[config.mk]
export PLATFORM = sky130hd
export DESIGN_NAME = fuzzy_jet_region_cut_unit
export DESIGN_NICKNAME = d
export VERILOG_FILES = /design/src/hw/rtl/jrc_pkg.sv /design/src/hw/rtl/jrc_front.sv /design/src/hw/rtl/jrc_queue.sv /design/src/hw/rtl/jrc_back.sv /design/src/hw/rtl/fuzzy_jet_region_cut_unit.sv
export SDC_FILE = /design/constraint.sdc
export NUM_CORES = 2
export LEC_CHECK = 0
export ABC_AREA = 1
export BUFFER_PORTS_ARGS = -buffer_cell sky130_fd_sc_hd__buf_2
export CAP_MARGIN = 20
export CORE_MARGIN = 5
export CORE_UTILIZATION = 45
export DETAILED_ROUTE_END_ITERATION = 10
export PLACE_DENSITY = 0.61
export SYNTH_ARGS = -nofsm -noshare
export SYNTH_HDL_FRONTEND = slang
export SYNTH_HIERARCHICAL = 1
export SYNTH_SLANG_ARGS = --single-unit
[constraint.sdc]
create_clock -name clk -period 12.5 [get_ports clk]
set_input_delay 1.875 -clock clk [delete_from_list [all_inputs] [get_ports clk]]
set_output_delay 1.875 -clock clk [all_outputs]
set_load 0.1 [all_outputs]
[src/hw/rtl/jrc_pkg.sv]
`timescale 1ns / 1ps

package jrc_pkg;

  localparam int N_RANGES = 2;
  localparam int MAX_JETS = 16;
  localparam int Q_DEPTH  = 2;
  localparam int ADDR_W   = 6;
  localparam int DATA_W   = 64;

  localparam logic [16:0] WEIGHT_ONE  = 17'd65536;
  localparam logic [16:0] WEIGHT_HALF = 17'd32768;

  // register indexes (byte address = 8 * index)
  localparam logic [2:0] REG_PT_MIN  = 3'd0;
  localparam logic [2:0] REG_PT_MAX  = 3'd1;
  localparam logic [2:0] REG_MASK    = 3'd2;
  localparam logic [2:0] REG_FUZZY   = 3'd3;
  localparam logic [2:0] REG_E_INV   = 3'd4;
  localparam logic [2:0] REG_Y_INV   = 3'd5;
  localparam logic [2:0] REG_RANGES  = 3'd6;
  localparam logic [2:0] REG_COUNT   = 3'd7;

  typedef struct packed {
    logic               action;
    logic [3:0]         jet_number;
    logic [19:0]        jet_pt;
    logic signed [15:0] jet_rapidity;
    logic signed [15:0] rapidity_shift;
  } jrc_in_t;

  typedef struct packed {
    logic        matched;
    logic [16:0] cut_weight;
    logic [3:0]  held_jet;
  } jrc_out_t;

  // classified job handed from front to engine
  typedef struct packed {
    logic               clear;
    logic               listed;
    logic [3:0]         jet_number;
    logic [19:0]        jet_pt;
    logic signed [15:0] rapidity;
  } jrc_job_t;

  typedef struct packed {
    logic [19:0] pt_minimum;
    logic [19:0] pt_maximum;
    logic        fuzzy_enable;
    logic [23:0] energy_width_inverse;
    logic [23:0] rapidity_width_inverse;
    logic [63:0] rapidity_ranges;
    logic [1:0]  range_count;
  } jrc_cfg_t;

endpackage

[src/hw/rtl/jrc_front.sv]
`timescale 1ns / 1ps

module jrc_front (
  input  logic              clk,
  input  logic              rst_n,
  input  logic              in_valid,
  output logic              in_ready,
  input  jrc_pkg::jrc_in_t  in_data,
  input  logic [15:0]       accept_mask,
  output logic              job_valid,
  input  logic              job_ready,
  output jrc_pkg::jrc_job_t job_data
);

  logic               valid_r, valid_nxt;
  jrc_pkg::jrc_job_t  job_r, job_nxt;
  logic signed [16:0] y_sum;
  logic signed [15:0] y_sat;
  logic               listed;
  logic               accept;

  always_comb begin
    y_sum = 17'(in_data.jet_rapidity) + 17'(in_data.rapidity_shift);
    if (y_sum[16] != y_sum[15]) begin
      y_sat = y_sum[16] ? 16'sh8000 : 16'sh7FFF;
    end else begin
      y_sat = y_sum[15:0];
    end
    // jet numbers past the jet limit are never in a non-empty mask
    listed = (accept_mask == 16'd0) ||
             ((32'(in_data.jet_number) < 32'(jrc_pkg::MAX_JETS)) &&
              accept_mask[in_data.jet_number]);

    in_ready = !valid_r || job_ready;
    accept   = in_valid && in_ready;

    valid_nxt = valid_r && !job_ready;
    job_nxt   = job_r;
    if (accept) begin
      valid_nxt          = 1'b1;
      job_nxt.clear      = in_data.action;
      job_nxt.listed     = listed;
      job_nxt.jet_number = in_data.jet_number;
      job_nxt.jet_pt     = in_data.jet_pt;
      job_nxt.rapidity   = y_sat;
    end
  end

  always_ff @(posedge clk) begin
    if (!rst_n) begin
      valid_r <= 1'b0;
    end else begin
      valid_r <= valid_nxt;
    end
    job_r <= job_nxt;
  end

  assign job_valid = valid_r;
  assign job_data  = job_r;

endmodule

[src/hw/rtl/jrc_queue.sv]
`timescale 1ns / 1ps

module jrc_queue (
  input  logic              clk,
  input  logic              rst_n,
  input  logic              push_valid,
  output logic              push_ready,
  input  jrc_pkg::jrc_job_t push_data,
  output logic              pop_valid,
  input  logic              pop_ready,
  output jrc_pkg::jrc_job_t pop_data
);

  localparam int PTR_W = (jrc_pkg::Q_DEPTH > 1) ? $clog2(jrc_pkg::Q_DEPTH) : 1;
  localparam int CNT_W = $clog2(jrc_pkg::Q_DEPTH + 1);

  jrc_pkg::jrc_job_t  mem_r [jrc_pkg::Q_DEPTH];
  logic [PTR_W-1:0]   wr_ptr_r, wr_ptr_nxt, rd_ptr_r, rd_ptr_nxt;
  logic [CNT_W-1:0]   count_r, count_nxt;
  logic               push, pop;

  function automatic logic [PTR_W-1:0] ptr_inc(input logic [PTR_W-1:0] p);
    logic [PTR_W-1:0] r;
    if (p == PTR_W'(jrc_pkg::Q_DEPTH - 1)) begin
      r = '0;
    end else begin
      r = p + PTR_W'(1);
    end
    return r;
  endfunction

  always_comb begin
    push_ready = (count_r != CNT_W'(jrc_pkg::Q_DEPTH));
    pop_valid  = (count_r != '0);
    push       = push_valid && push_ready;
    pop        = pop_valid && pop_ready;
    wr_ptr_nxt = push ? ptr_inc(wr_ptr_r) : wr_ptr_r;
    rd_ptr_nxt = pop ? ptr_inc(rd_ptr_r) : rd_ptr_r;
    count_nxt  = count_r;
    if (push && !pop) begin
      count_nxt = count_r + CNT_W'(1);
    end else if (pop && !push) begin
      count_nxt = count_r - CNT_W'(1);
    end
  end

  always_ff @(posedge clk) begin
    if (!rst_n) begin
      wr_ptr_r <= '0;
      rd_ptr_r <= '0;
      count_r  <= '0;
    end else begin
      wr_ptr_r <= wr_ptr_nxt;
      rd_ptr_r <= rd_ptr_nxt;
      count_r  <= count_nxt;
    end
  end

  always_ff @(posedge clk) begin
    if (push) begin
      mem_r[wr_ptr_r] <= push_data;
    end
  end

  assign pop_data = mem_r[rd_ptr_r];

endmodule

[src/hw/rtl/jrc_back.sv]
`timescale 1ns / 1ps

module jrc_back (
  input  logic              clk,
  input  logic              rst_n,
  input  jrc_pkg::jrc_cfg_t cfg,
  input  logic              job_valid,
  output logic              job_ready,
  input  jrc_pkg::jrc_job_t job_data,
  output logic              out_valid,
  input  logic              out_ready,
  output jrc_pkg::jrc_out_t out_data
);

  typedef enum logic [5:0] {
    S_IDLE   = 6'b000001,
    S_BOUND  = 6'b000010,
    S_WEIGHT = 6'b000100,
    S_ROUND  = 6'b001000,
    S_COMB   = 6'b010000,
    S_DONE   = 6'b100000
  } state_t;

  state_t             state_r, state_nxt;
  jrc_pkg::jrc_job_t  job_r, job_nxt;
  logic [1:0]         step_r, step_nxt;     // pt low, pt high, range low, range high
  logic               range_r, range_nxt;
  logic [16:0]        w_r, w_nxt, rw_r, rw_nxt;
  logic signed [45:0] prod_r, prod_nxt;
  logic               dpos_r, dpos_nxt;
  logic               pend_r, pend_nxt;
  logic               tgt_rw_r, tgt_rw_nxt;
  logic               fin_r, fin_nxt;
  logic               hit_r, hit_nxt;
  logic               full_r, full_nxt;
  logic [3:0]         last_r, last_nxt;
  logic [16:0]        weight_r, weight_nxt;
  logic               out_valid_r, out_valid_nxt;
  jrc_pkg::jrc_out_t  out_r, out_nxt;

  logic [1:0]         count_eff;
  logic [31:0]        rword;
  logic signed [15:0] ra, rb, lo, hi;
  logic signed [20:0] diff;
  logic signed [24:0] inv;
  logic signed [20:0] mul_a;
  logic signed [24:0] mul_b;
  logic               bound_pass;
  logic [16:0]        bound_w;
  logic [33:0]        rnd_sum;
  logic [16:0]        rnd;
  logic               out_free;

  always_comb begin
    count_eff = (cfg.range_count > 2'(jrc_pkg::N_RANGES)) ?
                2'(jrc_pkg::N_RANGES) : cfg.range_count;
    rword = cfg.rapidity_ranges[32*range_r +: 32];
    ra    = rword[15:0];
    rb    = rword[31:16];
    lo    = (ra > rb) ? rb : ra;
    hi    = (ra > rb) ? ra : rb;

    case (step_r)
      2'd0:    diff = $signed({1'b0, job_r.jet_pt}) - $signed({1'b0, cfg.pt_minimum});
      2'd1:    diff = $signed({1'b0, cfg.pt_maximum}) - $signed({1'b0, job_r.jet_pt});
      2'd2:    diff = 21'(job_r.rapidity) - 21'(lo);
      default: diff = 21'(hi) - 21'(job_r.rapidity);
    endcase
    inv = step_r[1] ? $signed({1'b0, cfg.rapidity_width_inverse})
                    : $signed({1'b0, cfg.energy_width_inverse});

    // bound weight: clamp(diff*inv + 0.5, 0, 1), taken from the product register
    if (cfg.fuzzy_enable) begin
      bound_pass = (prod_r >= -46'sd32767);
      bound_w    = (prod_r > 46'sd32768) ? jrc_pkg::WEIGHT_ONE
                                         : prod_r[16:0] + jrc_pkg::WEIGHT_HALF;
    end else begin
      bound_pass = dpos_r;
      bound_w    = jrc_pkg::WEIGHT_ONE;
    end

    // Q16 round to nearest, ties up
    rnd_sum = prod_r[33:0] + 34'(jrc_pkg::WEIGHT_HALF);
    rnd     = rnd_sum[32:16];

    out_free = !out_valid_r || out_ready;
  end

  always_comb begin
    state_nxt     = state_r;
    job_nxt       = job_r;
    step_nxt      = step_r;
    range_nxt     = range_r;
    w_nxt         = w_r;
    rw_nxt        = rw_r;
    dpos_nxt      = dpos_r;
    pend_nxt      = pend_r;
    tgt_rw_nxt    = tgt_rw_r;
    fin_nxt       = fin_r;
    hit_nxt       = hit_r;
    full_nxt      = full_r;
    last_nxt      = last_r;
    weight_nxt    = weight_r;
    out_valid_nxt = out_valid_r && !out_ready;
    out_nxt       = out_r;
    job_ready     = 1'b0;
    mul_a         = '0;
    mul_b         = '0;

    // retire the pending weight product
    if (((state_r == S_BOUND) || (state_r == S_ROUND)) && pend_r) begin
      if (tgt_rw_r) begin
        rw_nxt = rnd;
      end else begin
        w_nxt = rnd;
      end
    end

    case (state_r)
      S_IDLE: begin
        job_ready = 1'b1;
        if (job_valid) begin
          job_nxt = job_data;
          hit_nxt = 1'b0;
          if (job_data.clear) begin
            full_nxt  = 1'b0;
            state_nxt = S_DONE;
          end else if (full_r || !job_data.listed) begin
            state_nxt = S_DONE;
          end else begin
            w_nxt     = jrc_pkg::WEIGHT_ONE;
            rw_nxt    = jrc_pkg::WEIGHT_ONE;
            step_nxt  = 2'd0;
            range_nxt = 1'b0;
            pend_nxt  = 1'b0;
            state_nxt = S_BOUND;
          end
        end
      end
      S_BOUND: begin
        mul_a     = diff;
        mul_b     = inv;
        dpos_nxt  = (diff > 21'sd0);
        pend_nxt  = 1'b0;
        state_nxt = S_WEIGHT;
      end
      S_WEIGHT: begin
        if (bound_pass) begin
          mul_a      = $signed({4'd0, (step_r[1] ? rw_r : w_r)});
          mul_b      = $signed({8'd0, bound_w});
          pend_nxt   = 1'b1;
          tgt_rw_nxt = step_r[1];
          if ((step_r == 2'd1) && (count_eff == 2'd0)) begin
            fin_nxt   = 1'b1;
            state_nxt = S_ROUND;
          end else if (step_r == 2'd3) begin
            fin_nxt   = 1'b0;
            state_nxt = S_ROUND;
          end else begin
            step_nxt  = step_r + 2'd1;
            state_nxt = S_BOUND;
          end
        end else if (step_r[1] && ((2'(range_r) + 2'd1) < count_eff)) begin
          // try the next range from a fresh weight
          range_nxt = range_r + 1'b1;
          step_nxt  = 2'd2;
          rw_nxt    = jrc_pkg::WEIGHT_ONE;
          pend_nxt  = 1'b0;
          state_nxt = S_BOUND;
        end else begin
          full_nxt   = 1'b0;
          weight_nxt = '0;
          hit_nxt    = 1'b0;
          state_nxt  = S_DONE;
        end
      end
      S_ROUND: begin
        pend_nxt = 1'b0;
        if (fin_r) begin
          full_nxt   = 1'b1;
          last_nxt   = job_r.jet_number;
          weight_nxt = rnd;
          hit_nxt    = 1'b1;
          state_nxt  = S_DONE;
        end else begin
          state_nxt = S_COMB;
        end
      end
      S_COMB: begin
        mul_a      = $signed({4'd0, w_r});
        mul_b      = $signed({8'd0, rw_r});
        pend_nxt   = 1'b1;
        tgt_rw_nxt = 1'b0;
        fin_nxt    = 1'b1;
        state_nxt  = S_ROUND;
      end
      S_DONE: begin
        if (out_free) begin
          out_valid_nxt      = 1'b1;
          out_nxt.matched    = hit_r;
          out_nxt.cut_weight = weight_r;
          out_nxt.held_jet   = last_r;
          state_nxt          = S_IDLE;
        end
      end
      default: state_nxt = S_IDLE;
    endcase

    prod_nxt = mul_a * mul_b;
  end

  always_ff @(posedge clk) begin
    if (!rst_n) begin
      state_r     <= S_IDLE;
      pend_r      <= 1'b0;
      fin_r       <= 1'b0;
      full_r      <= 1'b0;
      last_r      <= 4'd0;
      weight_r    <= jrc_pkg::WEIGHT_ONE;
      out_valid_r <= 1'b0;
    end else begin
      state_r     <= state_nxt;
      pend_r      <= pend_nxt;
      fin_r       <= fin_nxt;
      full_r      <= full_nxt;
      last_r      <= last_nxt;
      weight_r    <= weight_nxt;
      out_valid_r <= out_valid_nxt;
    end
    job_r    <= job_nxt;
    step_r   <= step_nxt;
    range_r  <= range_nxt;
    w_r      <= w_nxt;
    rw_r     <= rw_nxt;
    prod_r   <= prod_nxt;
    dpos_r   <= dpos_nxt;
    tgt_rw_r <= tgt_rw_nxt;
    hit_r    <= hit_nxt;
    out_r    <= out_nxt;
  end

  assign out_valid = out_valid_r;
  assign out_data  = out_r;

endmodule

[src/hw/rtl/fuzzy_jet_region_cut_unit.sv]
`timescale 1ns / 1ps

// Channel   Direction  Handshake             Payload
// in_       input      in_valid / in_ready   jrc_in_t: action, jet, pt, rapidity, shift
// out_      output     out_valid / out_ready jrc_out_t: matched, cut_weight, held_jet
// config    APB write  psel/penable/pwrite   8 registers at 8*index, 64-bit data
//
// A transaction passes a one-entry front register and a two-entry queue, then the
// engine, which takes a new job only once the last result has gone to the output
// register. A clear or a rejected jet skips the bound steps; the single shared
// 21x25 multiplier is used twice per bound.
// Reset (rst_n low, synchronous) restores register defaults, empties the queue and
// clears the match. Either side may stall: a full output register holds the engine,
// and a full queue drops in_ready.

module fuzzy_jet_region_cut_unit (
  input  logic                          clk,
  input  logic                          rst_n,
  input  logic                          in_valid,
  output logic                          in_ready,
  input  jrc_pkg::jrc_in_t              in_data,
  output logic                          out_valid,
  input  logic                          out_ready,
  output jrc_pkg::jrc_out_t             out_data,
  input  logic                          psel,
  input  logic                          penable,
  input  logic                          pwrite,
  input  logic [jrc_pkg::ADDR_W-1:0]    paddr,
  input  logic [jrc_pkg::DATA_W-1:0]    pwdata,
  output logic [jrc_pkg::DATA_W-1:0]    prdata,
  output logic                          pready
);

  // configuration registers
  logic [19:0] pt_min_r, pt_min_nxt;
  logic [19:0] pt_max_r, pt_max_nxt;
  logic [15:0] mask_r, mask_nxt;
  logic        fuzzy_r, fuzzy_nxt;
  logic [23:0] e_inv_r, e_inv_nxt;
  logic [23:0] y_inv_r, y_inv_nxt;
  logic [63:0] ranges_r, ranges_nxt;
  logic [1:0]  count_r, count_nxt;

  logic        wr_en;
  logic [2:0]  reg_idx;

  jrc_pkg::jrc_cfg_t cfg;

  // front -> queue -> engine
  logic              fe_valid, fe_ready;
  jrc_pkg::jrc_job_t fe_job;
  logic              q_valid, be_ready;
  jrc_pkg::jrc_job_t q_job;

  assign pready  = 1'b1;
  assign wr_en   = psel && penable && pwrite;
  assign reg_idx = paddr[5:3];

  always_comb begin
    pt_min_nxt = pt_min_r;
    pt_max_nxt = pt_max_r;
    mask_nxt   = mask_r;
    fuzzy_nxt  = fuzzy_r;
    e_inv_nxt  = e_inv_r;
    y_inv_nxt  = y_inv_r;
    ranges_nxt = ranges_r;
    count_nxt  = count_r;
    if (wr_en) begin
      case (reg_idx)
        jrc_pkg::REG_PT_MIN: pt_min_nxt = pwdata[19:0];
        jrc_pkg::REG_PT_MAX: pt_max_nxt = pwdata[19:0];
        jrc_pkg::REG_MASK:   mask_nxt   = pwdata[15:0];
        jrc_pkg::REG_FUZZY:  fuzzy_nxt  = pwdata[0];
        jrc_pkg::REG_E_INV:  e_inv_nxt  = pwdata[23:0];
        jrc_pkg::REG_Y_INV:  y_inv_nxt  = pwdata[23:0];
        jrc_pkg::REG_RANGES: ranges_nxt = pwdata;
        jrc_pkg::REG_COUNT:  count_nxt  = pwdata[1:0];
        default: ;
      endcase
    end
  end

  always_ff @(posedge clk) begin
    if (!rst_n) begin
      pt_min_r <= 20'd0;
      pt_max_r <= 20'hFFFFF;
      mask_r   <= 16'd0;
      fuzzy_r  <= 1'b0;
      e_inv_r  <= 24'd1024;
      y_inv_r  <= 24'd320;
      ranges_r <= 64'd0;
      count_r  <= 2'd0;
    end else begin
      pt_min_r <= pt_min_nxt;
      pt_max_r <= pt_max_nxt;
      mask_r   <= mask_nxt;
      fuzzy_r  <= fuzzy_nxt;
      e_inv_r  <= e_inv_nxt;
      y_inv_r  <= y_inv_nxt;
      ranges_r <= ranges_nxt;
      count_r  <= count_nxt;
    end
  end

  always_comb begin
    case (reg_idx)
      jrc_pkg::REG_PT_MIN: prdata = 64'(pt_min_r);
      jrc_pkg::REG_PT_MAX: prdata = 64'(pt_max_r);
      jrc_pkg::REG_MASK:   prdata = 64'(mask_r);
      jrc_pkg::REG_FUZZY:  prdata = 64'(fuzzy_r);
      jrc_pkg::REG_E_INV:  prdata = 64'(e_inv_r);
      jrc_pkg::REG_Y_INV:  prdata = 64'(y_inv_r);
      jrc_pkg::REG_RANGES: prdata = ranges_r;
      jrc_pkg::REG_COUNT:  prdata = 64'(count_r);
      default:             prdata = '0;
    endcase
  end

  always_comb begin
    cfg.pt_minimum             = pt_min_r;
    cfg.pt_maximum             = pt_max_r;
    cfg.fuzzy_enable           = fuzzy_r;
    cfg.energy_width_inverse   = e_inv_r;
    cfg.rapidity_width_inverse = y_inv_r;
    cfg.rapidity_ranges        = ranges_r;
    cfg.range_count            = count_r;
  end

  // front: saturate rapidity, check the accept mask
  jrc_front u_front (
    .clk         (clk),
    .rst_n       (rst_n),
    .in_valid    (in_valid),
    .in_ready    (in_ready),
    .in_data     (in_data),
    .accept_mask (mask_r),
    .job_valid   (fe_valid),
    .job_ready   (fe_ready),
    .job_data    (fe_job)
  );

  jrc_queue u_queue (
    .clk        (clk),
    .rst_n      (rst_n),
    .push_valid (fe_valid),
    .push_ready (fe_ready),
    .push_data  (fe_job),
    .pop_valid  (q_valid),
    .pop_ready  (be_ready),
    .pop_data   (q_job)
  );

  // engine: region state, bound weights on the shared multiplier, result register
  jrc_back u_back (
    .clk       (clk),
    .rst_n     (rst_n),
    .cfg       (cfg),
    .job_valid (q_valid),
    .job_ready (be_ready),
    .job_data  (q_job),
    .out_valid (out_valid),
    .out_ready (out_ready),
    .out_data  (out_data)
  );

`ifndef ASSERT_OFF
  a_weight_le_one: assert property (@(posedge clk) disable iff (!rst_n)
    out_valid |-> (out_data.cut_weight <= jrc_pkg::WEIGHT_ONE))
    else $error("cut weight above one");

  a_front_holds: assert property (@(posedge clk) disable iff (!rst_n)
    (in_valid && in_ready) |=> fe_valid)
    else $error("accepted transaction not held in front register");

  a_queue_keeps: assert property (@(posedge clk) disable iff (!rst_n)
    (q_valid && !be_ready) |=> q_valid)
    else $error("queue lost an entry the engine did not take");
`endif

endmodule

After elaboration in Yosys (flattened, before gate mapping)
Memory sizes are Yosys's and may differ from the RTL's. A register that Yosys moved wholly into a read port is not among the register bits.
Index checks and enable logic that the tools add are counted.
{"block": "totals", "word_cells": 239, "memories": 1, "ram_bits": 84, "inputBits": 134, "ff_bits": 397}
{"memory": "u_queue.mem_r", "words": 2, "width": 42, "rd": 1, "rd_clocked_by_memory_dff": 1, "write_ports": 1, "line": "jrc_queue.sv:17", "text": "jrc_pkg::jrc_job_t mem_r [jrc_pkg::Q_DEPTH];"}
{"block": "op_classes", "n_eq_ne": 32, "shift": 1, "order_cmp": 7, "n_mul": 1, "n_reduce_logical": 56, "addsub": 14, "mux": 89}
{"operator": "64-bit one-hot mux with 8 select lines", "count": 1}
{"operator": "17-bit two-way mux", "count": 21}
{"operator": "21-bit one-hot mux with 3 select lines", "count": 2}
{"operator": "24-bit one-hot mux with 3 select lines", "count": 1}
{"operator": "17-bit one-hot mux with 2 select lines", "count": 2}
{"operator": "16-bit two-way mux", "count": 4}
{"operator": "64-bit by 7-bit indexed part select with 32-bit output", "count": 1}
{"operator": "6-bit two-way mux", "count": 8}
{"operator": "46-bit by 16-bit >= comparator with 1-bit output, second input constant", "count": 1}
{"operator": "46-bit by 17-bit greater-than comparator with 1-bit output, second input constant", "count": 1}
{"operator": "21-bit by 25-bit multiplier with 46-bit output", "count": 1}
{"operator": "20-bit by 20-bit subtractor with 21-bit output", "count": 2}
{"operator": "6-bit one-hot mux with 6 select lines", "count": 1}
{"operator": "16-bit by 16-bit subtractor with 17-bit output", "count": 2}
{"operator": "33-bit by 16-bit adder with 33-bit output, second input constant", "count": 1}
{"operator": "1-bit two-way mux", "count": 29}
{"operator": "2-bit AND reduction", "count": 13}
{"operator": "24-bit two-way mux", "count": 1}
{"operator": "21-bit by 1-bit greater-than comparator with 1-bit output, second input constant", "count": 1}
{"operator": "2-bit two-way mux", "count": 10}
{"operator": "16-bit by 16-bit adder with 17-bit output", "count": 1}
{"operator": "17-bit by 16-bit adder with 17-bit output, second input constant", "count": 1}
{"operator": "16-bit greater-than comparator", "count": 1}
{"operator": "16-bit logical NOT", "count": 1}
{"operator": "other kinds (43)", "count": 93}

Depth between registers and ports, before layout
{"block": "depth", "word_depth": 8, "mapped_depth": 58, "ltp_nobuf": 54}

By module
The synthesis kept the hierarchy.
{"module": "jrc_back", "instances": 1, "area_per_inst_um2": 30321.6, "cells_each": 4089, "seq_area_each_um2": 4264.1}
{"module": "fuzzy_jet_region_cut_unit", "instances": 1, "area_per_inst_um2": 7681.1, "cells_each": 1122, "seq_area_each_um2": 3423.3}
{"module": "jrc_queue", "instances": 1, "area_per_inst_um2": 3477.1, "cells_each": 168, "seq_area_each_um2": 2622.5}
{"module": "jrc_front", "instances": 1, "area_per_inst_um2": 2502.4, "cells_each": 274, "seq_area_each_um2": 1281.2}

Worst setup path after synthesis
No wires, ideal clock.
{"block": "synth_path", "path_type": "register to register", "from": "register u_back.range_r", "to": "register u_back.prod_r[44]", "setup_time_ns": 0.119, "path_stages_with_launch": 50, "synth_period_minus_slack_ns": 10.125, "slack_ns": 2.375, "t_arrival_ns": 10.007, "n_path_buf": 3, "t_required_ns": 12.381, "path_cell_list": "edfxtp_1 clkbuf_1 buf_1 mux2i_1 ha_1 nand2_1 inv_1 a221oi_1 o221ai_1 nand2_1 nand3_1 nand2_1 inv_1 clkbuf_1 nand2_1 o21ai_0 ha_1 fa_1 [14 not listed] fa_1 fa_1 fa_1 fa_1 fa_1 inv_1 fa_1 inv_1 ha_1 nand2_1 nor2_1 inv_1 nor2_1 and3_1 a21oi_1 o21ai_0 a21oi_1 xnor2_1"}
{"block": "synth_between", "elab_chain_len": 7, "elab_cells_between_ends": 9}
{"element": "start, declared", "line": "jrc_back.sv:27", "text": "logic range_r, range_nxt;"}
{"element": "start signal, assigned", "line": "jrc_back.sv:232", "text": "range_r <= range_nxt;"}
{"element": "64-bit by 7-bit indexed part select with 32-bit output *", "line": "jrc_back.sv:57", "text": "rword = cfg.rapidity_ranges[32*range_r +: 32];"}
{"element": "16-bit greater-than comparator", "line": "jrc_back.sv:60, jrc_back.sv:61"}
{"element": "16-bit two-way mux (on tied branches)", "line": "jrc_back.sv:61, jrc_back.sv:60"}
{"element": "16-bit by 16-bit subtractor with 17-bit output (on tied branches)", "line": "jrc_back.sv:67, jrc_back.sv:66"}
{"element": "21-bit one-hot mux with 3 select lines *", "line": "jrc_back.sv:63", "text": "case (step_r)"}
{"element": "21-bit one-hot mux with 3 select lines *", "line": "jrc_back.sv:119", "text": "case (state_r)"}
{"element": "21-bit by 25-bit multiplier with 46-bit output *", "line": "jrc_back.sv:209", "text": "prod_nxt = mul_a * mul_b;"}
{"element": "named net u_back.prod_nxt[44]", "line": "jrc_back.sv:29", "text": "logic signed [45:0] prod_r, prod_nxt;"}
{"element": "end signal, assigned", "line": "jrc_back.sv:235", "text": "prod_r <= prod_nxt;"}
{"element": "end, declared", "line": "jrc_back.sv:29"}
The timed path passes the listed nets; every way through them passes the cells marked *.
A chain may end at the register's enable or synchronous reset.

Final worst setup path
{"block": "layout_path", "from": "register u_back.range_r", "to": "register u_back.prod_r[31]"}
The elaborated chain is that of the path after synthesis.

==> summary.md <==
| Metric | Value |
|---|---|
| Outcome | completed |
| Htree depth | 2 |
| Largest net degree at the start of global routing | 94 |
| Clock power frac | 24.5% |
| Adder-cell area share of the yosys netlist | 27.5% |
| Total CTS buffers | 51 |
| WP data arrival | 12.45 ns |
| Core area | 96900 um^2 |
| Fin nets | 6624 |
| HP Class | reg -> reg |
| Root Driver | clkbuf_16 |
| Gate Count Post-Synth | 5653 |
| Number of port buffers | 218 |
| Die Wd | 323 um |
| Post-DR vias/cell | 5.46 |
| Syn nets | 6501 |
| Die area | 104000 um^2 |
| Slowest-stage cell, CP | nand3b_1 |
| Pleak | 23.4 nW |
| Min Clock Period, post-route | 11.93 ns |
| Cell internal pwr | 3.57 mW |
| Area fraction of the dominant cell type after synthesis | 19.2% |
| Max VDD drop | 0.157 mV |
| Worst Path Max Fanout | 34 |
| Layout cell share with drive strength beyond 1 | 8.68% |
| WHS | 0.416 ns |
| Cell row count | 114 |
| RSZ-0062 raised after global routing | no |
| Max Slew Vio Count | 0 |
| Initial core utilization | 45.4% |
| Setup crit start kind | flop |
| Post-CTS Hold Fix Bufs | 0 |
| Gr ovfl total | 0 |
| First-pass iteration count of the detailed router | 6 |
| I/O Pins | 223 |
| CP max stage delay | 0.67 ns |
| Register area share after synthesis | 26.4% |
| Iter 0 DRT Violations | 3791 |
| Compound-cell area share of the yosys netlist | 8.45% |
| EDFF count, synth | 194 |
| DPL Wire Length | 121 mm |
| Synthesized flop and latch total | 482 |
| Synth async-reset ratio | 0% |
| Drt drc | 0 |
| Total GRT Usage | 28.9% |
| Simple-gate share of the synthesized area | 23.2% |
| Max_cap viols | 0 |
| Total Routed Length | 151 mm |
| Clk sinks | 482 |
| Number of global-route vias before repair | 37400 |
| Sw Ratio | 43.7% |
| Relative slew slack | 26.9% |
| Post-route antenna net violation count | 0 |
| CTS tree | yes |
| Netlist cell types | 66 |
| Hold Fails Final Rpt | 0 |
| Reg clk slew, reported paths | 0.07 ns |
| Post-route setup slack | 0.571 ns |
| Top cells by area, synth | fa_1, edfxtp_1, dfxtp_1 |
| Chip height | 323 um |
| Tightest Pin Transition | 1.10 ns |
| Syn Area/Cell | 7.78 um^2 |
| # fillers | 9552 |
| Critical path capture point type | flop |
| YS warnings | 6 |
| Period utilization | 95.4% |
| Critical Path RT | 13.02 ns |
| Logic pwr share | 44.5% |
| Final setup violation count | 0 |
| Dpl ws | 0.582 ns |
| CP Class | reg -> reg |
| Area Growth Syn to Fin | 8.76% |
| Fin Setup TNS | 0 ns |
| Achievable Freq | 0.0838 GHz |
| Wire per inst | 21.3 um |
| Reg power frac | 31.0% |
| Net Sw Power | 2.77 mW |
| Top cell by count, worst path | fa_1 |
| Post-synth top area cell | fa_1 |
| CTS Buffer Depth | 3 |
| Detailed-route via count | 38700 |
| Pwr per Cell Area | 133 nW/um^2 |
| Synth Flop Type | dfxtp_1 |
| Largest family of logic cells by synthesized area | adder cells |
| Clk_skew | 0.0467 ns |
| Synth Area in XOR/XNOR | 1.35% |
| Worst skew pair latency | 0.65 ns |
| Post-synthesis mux area share | 2.03% |
| RePlAce Congestion | 0.978 |
| Synthesized area | 44000 um^2 |
| Initial antenna violation count | 9 |
| Global-route wire length before repair | 229 mm |
[routing by layer]
layer / vias up / global-route usage (%) / wire (um)
met2: 1594 / 45.6 / 67200
met3: 317 / 5.73 / 13300
met5: - / 0 / 42
met1: 18700 / 39.6 / 63600
met4: 6 / 11.3 / 7240
li1: 18100 / - / -
[cell families after synthesis]
kind of cell / after synthesis
adder cells (fa/ha/maj): 714
other: 1
flip-flops: 482
multiplexers: 69
XOR/XNOR: 68
AO/OA/AOI/OAI: 682
AND/OR/NAND/NOR: 2430
buffers and inverters: 1207
[through the flow]
step                std cells  cell area [um^2]  utilization, %  total power, mW
detailed placement       6997             46100            47.6             4.72
CTS                      7092             47800            49.3             6.28
floorplan                5653             44000               -             3.85
global route             7095             47800            49.4             6.72
global placement         6997             46100            47.6             4.71
finish                   7096             47800            49.4             6.34
[timing repair]
item / in CTS / in global routing
resized for setup: 0 / 7
endpoints found under the setup margin: 0 / 15
buffers inserted: 0 / 2
[layout by cell type, fill, tap and decap left out, drive strengths merged, types with 221 or more instances in the layout]
master and n:
ha 293, fa 421, o21ai 323, a21oi 253, dfxtp 288, nor2 636
inv 986, buf 286, nand2 1279, nand3 221
[worst paths after layout]
kind,slack [ns],from,cells after the start,to
max,0.57,u_back/range_r,47,u_back/prod_r[31]
min,0.42,u_back/weight_r[1],0,u_back/out_data[5]
max reg2reg,0.57,u_back/range_r,47,u_back/prod_r[31]
min reg2reg,0.42,u_back/weight_r[1],0,u_back/out_data[5]
[sequential cells by signal, summed over array words and instances, names as in the netlist, 2 cells and up, named ones only]
signal,cells
u_back/job_r,40
u_back/step_r,2
u_back/weight_r,17
u_queue/mem_r,84
e_inv_r,24
count_r,2
mask_r,16
u_back/prod_r,46
pt_max_r,20
u_back/w_r,17
u_queue/count_r,2
ranges_r,64
u_back/state_r,6
y_inv_r,24
u_back/rw_r,17
pt_min_r,20
u_front/job_data,42
u_back/last_r,4
u_back/out_data,22
[Yosys cell counts, types with 17 or more instances]
library cell,n
mux2i_1,27
xnor2_1,20
a21oi_1,252
nand3b_1,29
clkbuf_1,99
nor3_1,134
dfxtp_1,288
inv_1,970
buf_4,28
a31oi_1,17
o21ai_0,303
edfxtp_1,194
o21ai_1,17
nand4_1,86
xor2_1,48
nor2_1,623
nor4_1,17
nand3_1,216
mux2_4,40
ha_1,293
fa_1,421
buf_2,56
nand2_1,1260
[power by group through the flow]
stage	Sequential [mW]	Combinational (mW)	Clock, mW
after floorplan	1.97	1.88	0
after global placement	1.99	2.72	0
after detailed placement	1.99	2.73	0
after CTS	1.96	2.74	1.58
after global routing	1.98	3.10	1.64
final	1.97	2.82	1.56
[critical path: cells and delay by family, from the launching register on]
kind / cells / cell delay, ns
simple gates: 17 / 2.61
xor+xnor: 1 / 0.26
mux: 1 / 0.35
buf+inv: 11 / 1.61
fa+ha+maj: 11 / 4.87
compound gates: 6 / 1.62
flops: 1 / 0.44
[cell type report]
| class | count | area [um^2] | area share [%] |
|---|---|---|---|
| multi-input combinational | 3964 | 27600 | 57.6 |
| clock inverter | 36 | 337 | 0.704 |
| sequential | 482 | 11600 | 24.2 |
| timing repair buffer | 286 | 1640 | 3.43 |
| antenna | 2 | 5.00 | 0.0105 |
| clock buffer | 59 | 1370 | 2.87 |
| tap | 1276 | 1600 | 3.34 |
| inverter | 991 | 3730 | 7.79 |
Note: power is estimated with default switching activity, not from simulation.
